`src/rtl/lirs_pkg.sv`:
```
// Shared types and constants for the linear interpolation resampler.
// No dependencies; imported by every module of the block.
`timescale 1ns / 1ps

package lirs_pkg;

  localparam int FRAC_BITS   = 16;
  localparam int FRAC_ONE    = 65536;
  localparam int FRAC_HALF   = 32768;
  localparam int STEP_BITS   = 21;
  localparam int RATIO_BITS  = 20;
  localparam int SENT_BITS   = 28;
  localparam int MAX_RESULTS = 18;
  localparam int RES_CNT_BITS = 5;
  localparam int ADDR_BITS   = 4;
  localparam int DATA_BITS   = 32;

  localparam logic [STEP_BITS-1:0]  STEP_RESET  = 21'd65536;
  localparam logic [RATIO_BITS-1:0] RATIO_RESET = 20'd65536;

  // register index, byte address = 4 * index
  typedef enum logic [1:0] {
    REG_STEP  = 2'd0,
    REG_RATIO = 2'd1,
    REG_MONO  = 2'd2
  } reg_idx_t;

  typedef struct packed {
    logic [STEP_BITS-1:0]  step;
    logic [RATIO_BITS-1:0] ratio;
    logic                  mono;
  } cfg_t;

  typedef enum logic [3:0] {
    ST_IDLE,
    ST_TGT_MUL,
    ST_TGT_ACC,
    ST_SETUP,
    ST_NEXT,
    ST_MUL_L,
    ST_MUL_R,
    ST_EMIT,
    ST_WAIT
  } state_t;

  typedef struct packed {
    logic accept;
    logic tgt_issue;
    logic tgt_acc;
    logic setup;
    logic pos_update;
    logic finish;
    logic mul_left;
    logic mul_right;
    logic emit;
    logic taken;
  } ctrl_t;

endpackage

```
`src/rtl/lirs_cfg.sv`:
```
// Configuration register file with an APB-style slave port.
// Depends on lirs_pkg (cfg_t, reg_idx_t, reset values).
`timescale 1ns / 1ps

module lirs_cfg
  import lirs_pkg::*;
(
  input  logic                 clk,
  input  logic                 rst,
  input  logic                 psel,
  input  logic                 penable,
  input  logic                 pwrite,
  input  logic [ADDR_BITS-1:0] paddr,
  input  logic [DATA_BITS-1:0] pwdata,
  output logic [DATA_BITS-1:0] prdata,
  output logic                 pready,
  output cfg_t                 cfg
);

  logic     wr;
  reg_idx_t idx;

  assign pready = 1'b1;
  assign wr     = psel & penable & pwrite;
  assign idx    = reg_idx_t'(paddr[3:2]);

  always_ff @(posedge clk) begin
    if (rst) begin
      cfg.step  <= STEP_RESET;
      cfg.ratio <= RATIO_RESET;
      cfg.mono  <= 1'b0;
    end else if (wr) begin
      unique case (idx)
        REG_STEP:  cfg.step  <= pwdata[STEP_BITS-1:0];
        REG_RATIO: cfg.ratio <= pwdata[RATIO_BITS-1:0];
        REG_MONO:  cfg.mono  <= pwdata[0];
        default: begin
        end
      endcase
    end
  end

  always_comb begin
    unique case (idx)
      REG_STEP:  prdata = DATA_BITS'(cfg.step);
      REG_RATIO: prdata = DATA_BITS'(cfg.ratio);
      REG_MONO:  prdata = DATA_BITS'(cfg.mono);
      default:   prdata = '0;
    endcase
  end

endmodule

```
`src/rtl/lirs_mul.sv`:
```
// Shared signed-by-unsigned multiplier with registered product.
// Depends on lirs_pkg (FRAC_BITS). Used for both mixing and output count.
`timescale 1ns / 1ps

module lirs_mul
  import lirs_pkg::*;
#(
  parameter int AW = 25
) (
  input  logic                          clk,
  input  logic                          en,
  input  logic signed [AW-1:0]          a,
  input  logic        [FRAC_BITS-1:0]   b,
  output logic signed [AW+FRAC_BITS-1:0] p
);

  logic signed [AW+FRAC_BITS:0] full;

  assign full = a * $signed({1'b0, b});

  always_ff @(posedge clk) begin
    if (en) begin
      p <= full[AW+FRAC_BITS-1:0];
    end
  end

endmodule

```
`src/rtl/linear_interp_resampler.sv`:
```
// Stereo linear interpolation resampler: one frame in, zero to 18 results out.
// After the frame transfer, each interpolated result passes the NEXT, MUL_L, MUL_R and EMIT
// states before it is shown; held repeats of a last frame pass only NEXT and EMIT.
// A last frame first computes the output count, one TGT_MUL/TGT_ACC pair per 16-bit chunk of frames+1.
// A new frame is taken only in the idle state, once the previous frame and its results are done;
// the single multiplier sets the pace, and output stalls hold it.
// Reset (rst, synchronous) clears the sequencer and stream state and reloads register defaults.
`timescale 1ns / 1ps

module linear_interp_resampler
  import lirs_pkg::*;
#(
  parameter int SAMPLE_BITS      = 24,
  parameter int FRAME_COUNT_BITS = 24
) (
  input  logic                          clk,
  input  logic                          rst,
  input  logic                          psel,
  input  logic                          penable,
  input  logic                          pwrite,
  input  logic [ADDR_BITS-1:0]          paddr,
  input  logic [DATA_BITS-1:0]          pwdata,
  output logic [DATA_BITS-1:0]          prdata,
  output logic                          pready,
  input  logic                          frame_valid,
  output logic                          frame_stall,
  input  logic signed [SAMPLE_BITS-1:0] left_sample,
  input  logic signed [SAMPLE_BITS-1:0] right_sample,
  input  logic                          last_frame,
  output logic                          result_valid,
  input  logic                          result_stall,
  output logic signed [SAMPLE_BITS-1:0] out_left,
  output logic signed [SAMPLE_BITS-1:0] out_right,
  output logic                          run_end,
  output logic                          stream_end
);

  localparam int SB       = SAMPLE_BITS;
  localparam int FCB      = FRAME_COUNT_BITS;
  localparam int POS_BITS = FCB + FRAC_BITS;
  localparam int NCH      = (FCB + FRAC_BITS) / FRAC_BITS;
  localparam int KW       = NCH * FRAC_BITS;
  localparam int ACC_W    = KW + RATIO_BITS;
  localparam int TW       = ACC_W - FRAC_BITS + 1;
  localparam int CMP_W    = (TW > SENT_BITS) ? TW : SENT_BITS;
  localparam int CW       = (NCH > 1) ? $clog2(NCH) : 1;
  localparam int AW       = (SB + 1 > RATIO_BITS + 1) ? SB + 1 : RATIO_BITS + 1;
  localparam int PW       = AW + FRAC_BITS;
  localparam int MW       = SB + FRAC_BITS + 2;

  cfg_t   cfg;
  state_t state, state_next;
  ctrl_t  ctrl;

  // stream state
  logic signed [SB-1:0]       prev_l, prev_r;
  logic                       have_prev;
  logic [POS_BITS-1:0]        next_pos;
  logic [FCB-1:0]             frames_seen;
  logic [SENT_BITS-1:0]       sent;

  // per-frame working registers
  logic signed [SB-1:0]       cur_l, cur_r;
  logic                       last_flag;
  logic [KW-1:0]              kreg;
  logic [CW-1:0]              cnt;
  logic [ACC_W-1:0]           acc;
  logic [TW-1:0]              target;
  logic [POS_BITS-1:0]        rel;
  logic [RES_CNT_BITS-1:0]    n_cnt;
  logic                       interp_phase;
  logic signed [SB-1:0]       mix_l;

  // combinational datapath
  logic [POS_BITS-1:0]        base, rel_init, rel_adv;
  logic [FCB:0]               k1;
  logic                       rel_lt_one, n_room, sent_lt_tgt, interp_ok, hold_ok;
  logic [RES_CNT_BITS-1:0]    n_adv;
  logic [SENT_BITS-1:0]       sent_adv;
  logic                       adv_lt_one, adv_room, adv_lt_tgt, more;
  logic signed [SB-1:0]       prev_r_eff;
  logic signed [SB:0]         diff_l, diff_r;
  logic signed [AW-1:0]       mul_a;
  logic [FRAC_BITS-1:0]       mul_b;
  logic                       mul_en;
  logic signed [PW-1:0]       prod;
  logic [ACC_W-1:0]           acc_next;
  logic [ACC_W:0]             tgt_sum;

  function automatic logic signed [SB-1:0] mix_round(input logic signed [SB-1:0] a,
                                                     input logic signed [PW-1:0] p);
    logic signed [MW-1:0] s;
    s = (MW'(a) <<< FRAC_BITS) + MW'(p) + MW'(FRAC_HALF);
    return s[SB+FRAC_BITS-1:FRAC_BITS];
  endfunction

  lirs_cfg u_cfg (
    .clk     (clk),
    .rst     (rst),
    .psel    (psel),
    .penable (penable),
    .pwrite  (pwrite),
    .paddr   (paddr),
    .pwdata  (pwdata),
    .prdata  (prdata),
    .pready  (pready),
    .cfg     (cfg)
  );

  lirs_mul #(.AW(AW)) u_mul (
    .clk (clk),
    .en  (mul_en),
    .a   (mul_a),
    .b   (mul_b),
    .p   (prod)
  );

  // ---------------- loop conditions ----------------
  assign base        = {frames_seen - FCB'(1), {FRAC_BITS{1'b0}}};
  assign rel_init    = next_pos - base;
  assign k1          = {1'b0, frames_seen} + (FCB + 1)'(1);
  assign rel_lt_one  = ~|rel[POS_BITS-1:FRAC_BITS];
  assign n_room      = n_cnt < RES_CNT_BITS'(MAX_RESULTS);
  assign sent_lt_tgt = CMP_W'(sent) < CMP_W'(target);
  assign interp_ok   = rel_lt_one && n_room && (!last_flag || sent_lt_tgt);
  assign hold_ok     = last_flag && sent_lt_tgt && n_room;

  // lookahead: does another result follow the one being loaded
  assign rel_adv    = rel + POS_BITS'(cfg.step);
  assign n_adv      = n_cnt + RES_CNT_BITS'(1);
  assign sent_adv   = (&sent) ? sent : sent + SENT_BITS'(1);
  assign adv_lt_one = ~|rel_adv[POS_BITS-1:FRAC_BITS];
  assign adv_room   = n_adv < RES_CNT_BITS'(MAX_RESULTS);
  assign adv_lt_tgt = CMP_W'(sent_adv) < CMP_W'(target);
  assign more       = (interp_phase && adv_lt_one && adv_room && (!last_flag || adv_lt_tgt))
                   || (last_flag && adv_lt_tgt && adv_room);

  // ---------------- shared multiplier operands ----------------
  assign prev_r_eff = cfg.mono ? prev_l : prev_r;
  assign diff_l     = {cur_l[SB-1], cur_l} - {prev_l[SB-1], prev_l};
  assign diff_r     = {cur_r[SB-1], cur_r} - {prev_r_eff[SB-1], prev_r_eff};

  always_comb begin
    if (ctrl.tgt_issue) begin
      mul_a = AW'($signed({1'b0, cfg.ratio}));
      mul_b = kreg[KW-1 -: FRAC_BITS];
    end else if (ctrl.mul_right) begin
      mul_a = AW'(diff_r);
      mul_b = rel[FRAC_BITS-1:0];
    end else begin
      mul_a = AW'(diff_l);
      mul_b = rel[FRAC_BITS-1:0];
    end
  end

  assign mul_en = ctrl.tgt_issue | ctrl.mul_left | ctrl.mul_right;

  // output count: chunks of (frames+1) enter most significant first
  assign acc_next = {acc[ACC_W-FRAC_BITS-1:0], {FRAC_BITS{1'b0}}}
                  + ACC_W'(prod[RATIO_BITS+FRAC_BITS-1:0]);
  assign tgt_sum  = {1'b0, acc_next} + (ACC_W + 1)'(FRAC_HALF);

  // ---------------- sequencer ----------------
  always_ff @(posedge clk) begin
    if (rst) begin
      state <= ST_IDLE;
    end else begin
      state <= state_next;
    end
  end

  always_comb begin
    state_next = state;
    unique case (state)
      ST_IDLE:    if (frame_valid) state_next = last_frame ? ST_TGT_MUL : ST_SETUP;
      ST_TGT_MUL: state_next = ST_TGT_ACC;
      ST_TGT_ACC: state_next = (cnt == '0) ? ST_SETUP : ST_TGT_MUL;
      ST_SETUP:   state_next = ST_NEXT;
      ST_NEXT: begin
        if (interp_phase) begin
          state_next = interp_ok ? ST_MUL_L : ST_NEXT;
        end else begin
          state_next = hold_ok ? ST_EMIT : ST_IDLE;
        end
      end
      ST_MUL_L:   state_next = ST_MUL_R;
      ST_MUL_R:   state_next = ST_EMIT;
      ST_EMIT:    state_next = ST_WAIT;
      ST_WAIT:    if (!result_stall) state_next = ST_NEXT;
      default:    state_next = ST_IDLE;
    endcase
  end

  always_comb begin
    ctrl = '0;
    unique case (state)
      ST_IDLE:    ctrl.accept    = frame_valid;
      ST_TGT_MUL: ctrl.tgt_issue = 1'b1;
      ST_TGT_ACC: ctrl.tgt_acc   = 1'b1;
      ST_SETUP:   ctrl.setup     = 1'b1;
      ST_NEXT: begin
        ctrl.pos_update = interp_phase && !interp_ok;
        ctrl.finish     = !interp_phase && !hold_ok;
      end
      ST_MUL_L:   ctrl.mul_left  = 1'b1;
      ST_MUL_R:   ctrl.mul_right = 1'b1;
      ST_EMIT:    ctrl.emit      = 1'b1;
      ST_WAIT:    ctrl.taken     = !result_stall;
      default: begin
      end
    endcase
  end

  assign frame_stall = (state != ST_IDLE);

  // ---------------- control and stream state ----------------
  always_ff @(posedge clk) begin
    if (rst) begin
      result_valid <= 1'b0;
      have_prev    <= 1'b0;
      prev_l       <= '0;
      prev_r       <= '0;
      next_pos     <= '0;
      frames_seen  <= '0;
      sent         <= '0;
      n_cnt        <= '0;
      interp_phase <= 1'b0;
      cnt          <= '0;
    end else begin
      if (ctrl.accept) begin
        n_cnt <= '0;
        cnt   <= CW'(NCH - 1);
      end
      if (ctrl.tgt_acc) begin
        cnt <= cnt - CW'(1);
      end
      if (ctrl.setup) begin
        interp_phase <= have_prev;
      end
      if (ctrl.pos_update) begin
        next_pos     <= base + (rel_lt_one ? POS_BITS'(FRAC_ONE) : rel);
        interp_phase <= 1'b0;
      end
      if (ctrl.emit) begin
        result_valid <= 1'b1;
        n_cnt        <= n_adv;
        sent         <= sent_adv;
      end
      if (ctrl.taken) begin
        result_valid <= 1'b0;
      end
      if (ctrl.finish) begin
        if (last_flag) begin
          have_prev   <= 1'b0;
          prev_l      <= '0;
          prev_r      <= '0;
          next_pos    <= '0;
          frames_seen <= '0;
          sent        <= '0;
        end else begin
          have_prev   <= 1'b1;
          prev_l      <= cur_l;
          prev_r      <= cur_r;
          frames_seen <= frames_seen + FCB'(1);
        end
      end
    end
  end

  // ---------------- payload registers ----------------
  always_ff @(posedge clk) begin
    if (ctrl.accept) begin
      cur_l     <= left_sample;
      cur_r     <= cfg.mono ? left_sample : right_sample;
      last_flag <= last_frame;
      kreg      <= KW'(k1);
      acc       <= '0;
    end
    if (ctrl.tgt_issue) begin
      kreg <= kreg << FRAC_BITS;
    end
    if (ctrl.tgt_acc) begin
      acc    <= acc_next;
      target <= tgt_sum[ACC_W:FRAC_BITS];
    end
    if (ctrl.setup) begin
      // a position behind the current interval restarts at its start
      rel <= rel_init[POS_BITS-1] ? '0 : rel_init;
    end
    if (ctrl.mul_right) begin
      mix_l <= mix_round(prev_l, prod);
    end
    if (ctrl.emit) begin
      out_left   <= interp_phase ? mix_l : cur_l;
      out_right  <= interp_phase ? mix_round(prev_r_eff, prod) : cur_r;
      run_end    <= !more;
      stream_end <= last_flag && !more;
      if (interp_phase) begin
        rel <= rel_adv;
      end
    end
  end

  // ---------------- assertions ----------------
  a_valid_only_in_wait: assert property (@(posedge clk) disable iff (rst)
    result_valid |-> state == ST_WAIT)
    else $error("result shown outside the wait state");

  a_result_cap: assert property (@(posedge clk) disable iff (rst)
    n_cnt <= RES_CNT_BITS'(MAX_RESULTS))
    else $error("result count passed the per-frame cap");

  a_stream_end_is_run_end: assert property (@(posedge clk) disable iff (rst)
    (result_valid && stream_end) |-> run_end)
    else $error("stream end without run end");

  a_run_end_closes: assert property (@(posedge clk) disable iff (rst)
    (result_valid && !result_stall && run_end) |=> !result_valid)
    else $error("result follows the one marked run end");

  a_busy_after_accept: assert property (@(posedge clk) disable iff (rst)
    (frame_valid && !frame_stall) |=> frame_stall)
    else $error("second frame taken while one is in work");

endmodule
```
`config.mk`:
```
export PLATFORM = sky130hd
export DESIGN_NAME = linear_interp_resampler
export DESIGN_NICKNAME = d
export VERILOG_FILES = /design/src/rtl/lirs_pkg.sv /design/src/rtl/lirs_cfg.sv /design/src/rtl/lirs_mul.sv /design/src/rtl/linear_interp_resampler.sv
export SDC_FILE = /design/constraint.sdc
export NUM_CORES = 2
export LEC_CHECK = 0
export ABC_AREA = 1
export BUFFER_PORTS_ARGS = -buffer_cell sky130_fd_sc_hd__buf_2
export CORE_ASPECT_RATIO = 1.5
export CORE_UTILIZATION = 70
export CTS_BUF_LIST = sky130_fd_sc_hd__clkbuf_8
export CTS_CLUSTER_SIZE = 10
export DETAILED_ROUTE_END_ITERATION = 10
export PLACE_DENSITY = 0.87
export SYNTH_ARGS = -nofsm -noshare
export SYNTH_HDL_FRONTEND = slang
export SYNTH_SLANG_ARGS = --single-unit
```
`constraint.sdc`:
```
create_clock -name clk -period 18 [get_ports clk]
set_input_delay 1.8 -clock clk [delete_from_list [all_inputs] [get_ports clk]]
set_output_delay 1.8 -clock clk [all_outputs]
set_load 0.01 [all_outputs]
```
==> metrics.yaml <==
status:
  status: "finished, final reports clean"
sta:
  hold_viol: 0
  period_share_pct: 60.7
  slew_headroom_pct: 20.2
  rsz0062_at_grt: "false"
  timing.final.max_slew_violations: 0
  period_minus_slack_ns: 10.93
  fmax_mhz: 91.5
  fin_skew_ns: 0.0248
  timing.hold.ws_ns: 0.463
  setup_tns_ns: 0
  setup_ws_ns: 7.07
  setup_viol: 0
  worst_pin_slew_ns: 1.19
worst_hold_path:
  hold_path.class: "reg -> reg"
critical_path:
  required_ns: 18.41
  cp_max_fo: 29
  endpoint_kind: "register"
  critPathSlowestCell: "fa_1"
  arrival_ns: 11.34
  r2r_slack_ns: 7.07
  max_stage_delay_ns: 0.87
  worstSetupPathType: "reg -> reg"
  startpoint_type: "register"
floorplanning:
  rows: 115
  ios: 177
  die_area_um2: 67400
  start_util_pct: 70.8
  core_um2: 65600
  dieWidth_um: 212
  dieHeight_um: 318
global_routing:
  grt_usage_pct: 45.9
  grtUsageMet3_pct: 12.2
  antenna_found_initial: 11
  grt_pass1_wl_mm: 230
  grt-busiest-layer: "met2"
  grt_max_degree: 83
  grt.overflow.total: 0
  use_met1_pct: 46.7
  grt_pass1_vias: 41571
  grt_util_met2_pct: 74.7
run:
  cap_violations: 0
clock_network:
  htree_levels: 3
  ctsResizeCount: 0
  tritoncts: "built"
  cts.root.buffer_cell: "clkbuf_8"
  clock_latency_ns: 0.68
  cts-hold-fix-buffers: 0
  clk_pin_slew_ns: 0.07
  numCtsBuffers: 77
  clockBufferDepth: 3
  cts_setup_buffers: 0
  clock_sinks: 503
pwr:
  seqPwrFrac_pct: 25.5
  swShare_pct: 49.2
  combPwrFrac_pct: 57.4
  p_switching_mw: 3.07
  ir_worst_vdd_uv: 193
  p_int_mw: 3.17
  power.density_nw_per_um2: 126
  pwr-share-clk_pct: 17.1
  p_leak_nw: 23.1
finish:
  num-nets-final: 6781
  n_fill_cell: 5052
  drive_gt1_share_pct: 7.69
  most-common-layout-cells: "1110 x nand2_1, 1016 x inv_1, 598 x nor2_1, 417 x a21oi_1, 383 x fa_1"
  final_util_pct: 75.6
  areaGrowthSynthToFinish_pct: 6.81
  final_common_cell: "nand2_1"
  fin_cells: 6910
drt:
  vias: 41863
  routed_wl_mm: 153
  drtPass1Iterations: 8
  drc: 0
  drtAntennaViolNets: 0
  routedWlPerCell_um: 22.1
  routed_via_density: 6.06
  first_iter_violations: 4335
synth:
  muxShareOfSynthArea_pct: 0.625
  yosys_warnings: 0
  synth.ff_latch_count: 503
  synth-simple-area-share_pct: 19.4
  syn_inst: 5888
  synthFlopType: "edfxtp_1"
  synth_xor_xnor_area_share_pct: 5.72
  synth_top_family_by_area: "adder cells"
  synthArstFlopShare_pct: 0
  synth_edf_count: 252
  syn_area_per_cell_um2: 7.89
  synth_compound_gate_area_share_pct: 11.2
  syn_area_um2: 46500
  synth-adder-area-share_pct: 25.7
  synth.distinct_cells: 74
  seq_area_frac_synth_pct: 27.1
placed_design:
  dp_hpwl_mm: 118
  numPortBuffers: 151
  globalplace.congestion: 1.05
  dp.cells: 6764
  dp_slack_ns: 7.39
-- flip-flops by register name, indices dropped and copies added, names as in the netlist, 28 cells and up --
| register | cells |
|---|---|
| acc | 36 |
| kreg | 32 |
| next_pos | 40 |
| rel | 40 |
| sent | 28 |
| target | 37 |
| u_cfg.cfg | 42 |
| u_mul.p | 40 |
-- layout make-up --
| cell class | count | area [um2] | area share, % |
|---|---|---|---|
| Tap cell | 877 | 1100 | 2.21 |
| Antenna cell | 3 | 7.51 | 0.0151 |
| Clock inverter | 55 | 480 | 0.968 |
| Inverter | 1029 | 3860 | 7.78 |
| Sequential cell | 503 | 12600 | 25.4 |
| Clock buffer | 88 | 1210 | 2.44 |
| Multi-Input combinational cell | 4155 | 29200 | 58.9 |
| Timing Repair Buffer | 200 | 1120 | 2.26 |
-- synthesized netlist by cell type, drive strengths merged, types with 29 or more instances --
cell type | number | area, um2
a211oi | 32 | 240
buf | 33 | 199
nor4 | 29 | 181
nand3 | 179 | 943
o21ai | 312 | 1580
nand2 | 1135 | 4330
nor3 | 84 | 484
nand4 | 78 | 494
edfxtp | 252 | 7570
ha | 340 | 4250
nor2 | 621 | 2400
xnor2 | 75 | 672
dfxtp | 251 | 5020
fa | 383 | 7670
a21oi | 423 | 2150
a31oi | 56 | 350
inv | 1016 | 3810
xor2 | 224 | 1980
clkbuf | 178 | 668
-- critical path: cells and delay by family, from the launching register on --
| kind | cells | cell delay [ns] |
|---|---|---|
| flip-flops | 1 | 0.73 |
| AND/OR/NAND/NOR | 12 | 1.89 |
| XOR/XNOR | 1 | 0.11 |
| buffers and inverters | 7 | 1.10 |
| AO/OA/AOI/OAI | 11 | 2.23 |
| adder cells (fa/ha/maj) | 9 | 4.54 |
-- logic make-up after synthesis --
kind of cell	after synthesis
and+or+nand+nor	2154
buffers and inverters	1240
other	2
muxes	26
DFF	503
xor gates and xnor gates	299
adders and majority gates	723
AOI/OAI and AO/OA	941
-- layer usage --
metal	vias up	part of all wire, %
met3	855	9.8
met5	-	0.052
li1	19000	-
met1	19705	32
met2	2291	47
met4	12	12
-- stage by stage --
step | cell area (um2) | total power, mW
global placement | 47900 | 4.90
finish | 49600 | 6.25
CTS | 49600 | 6.05
global route | 49600 | 6.57
floorplan | 46500 | 3.85
detailed placement | 47900 | 4.99
-- power groups by stage --
stage,Clock [mW],Combinational (mW),Sequential (mW)
2_1_floorplan,0,2.34,1.51
3_3_place_gp,0,3.31,1.60
3_5_place_dp,0,3.39,1.60
4_1_cts,1.07,3.41,1.58
5_1_grt,1.11,3.87,1.59
6_report,1.07,3.58,1.59
-- worst paths after layout --
path / start / depth (start not counted) / end
min reg2reg: prev_r[16]$_SDFFE_PP0P_ / 2 / prev_r[16]$_SDFFE_PP0P_
max: u_cfg.cfg[0]$_SDFFE_PP0P_ / 40 / u_mul.p[39]$_DFFE_PP_
max reg2reg: u_cfg.cfg[0]$_SDFFE_PP0P_ / 40 / u_mul.p[39]$_DFFE_PP_
min: prev_r[16]$_SDFFE_PP0P_ / 2 / prev_r[16]$_SDFFE_PP0P_
(Power assumes the default switching activity.)
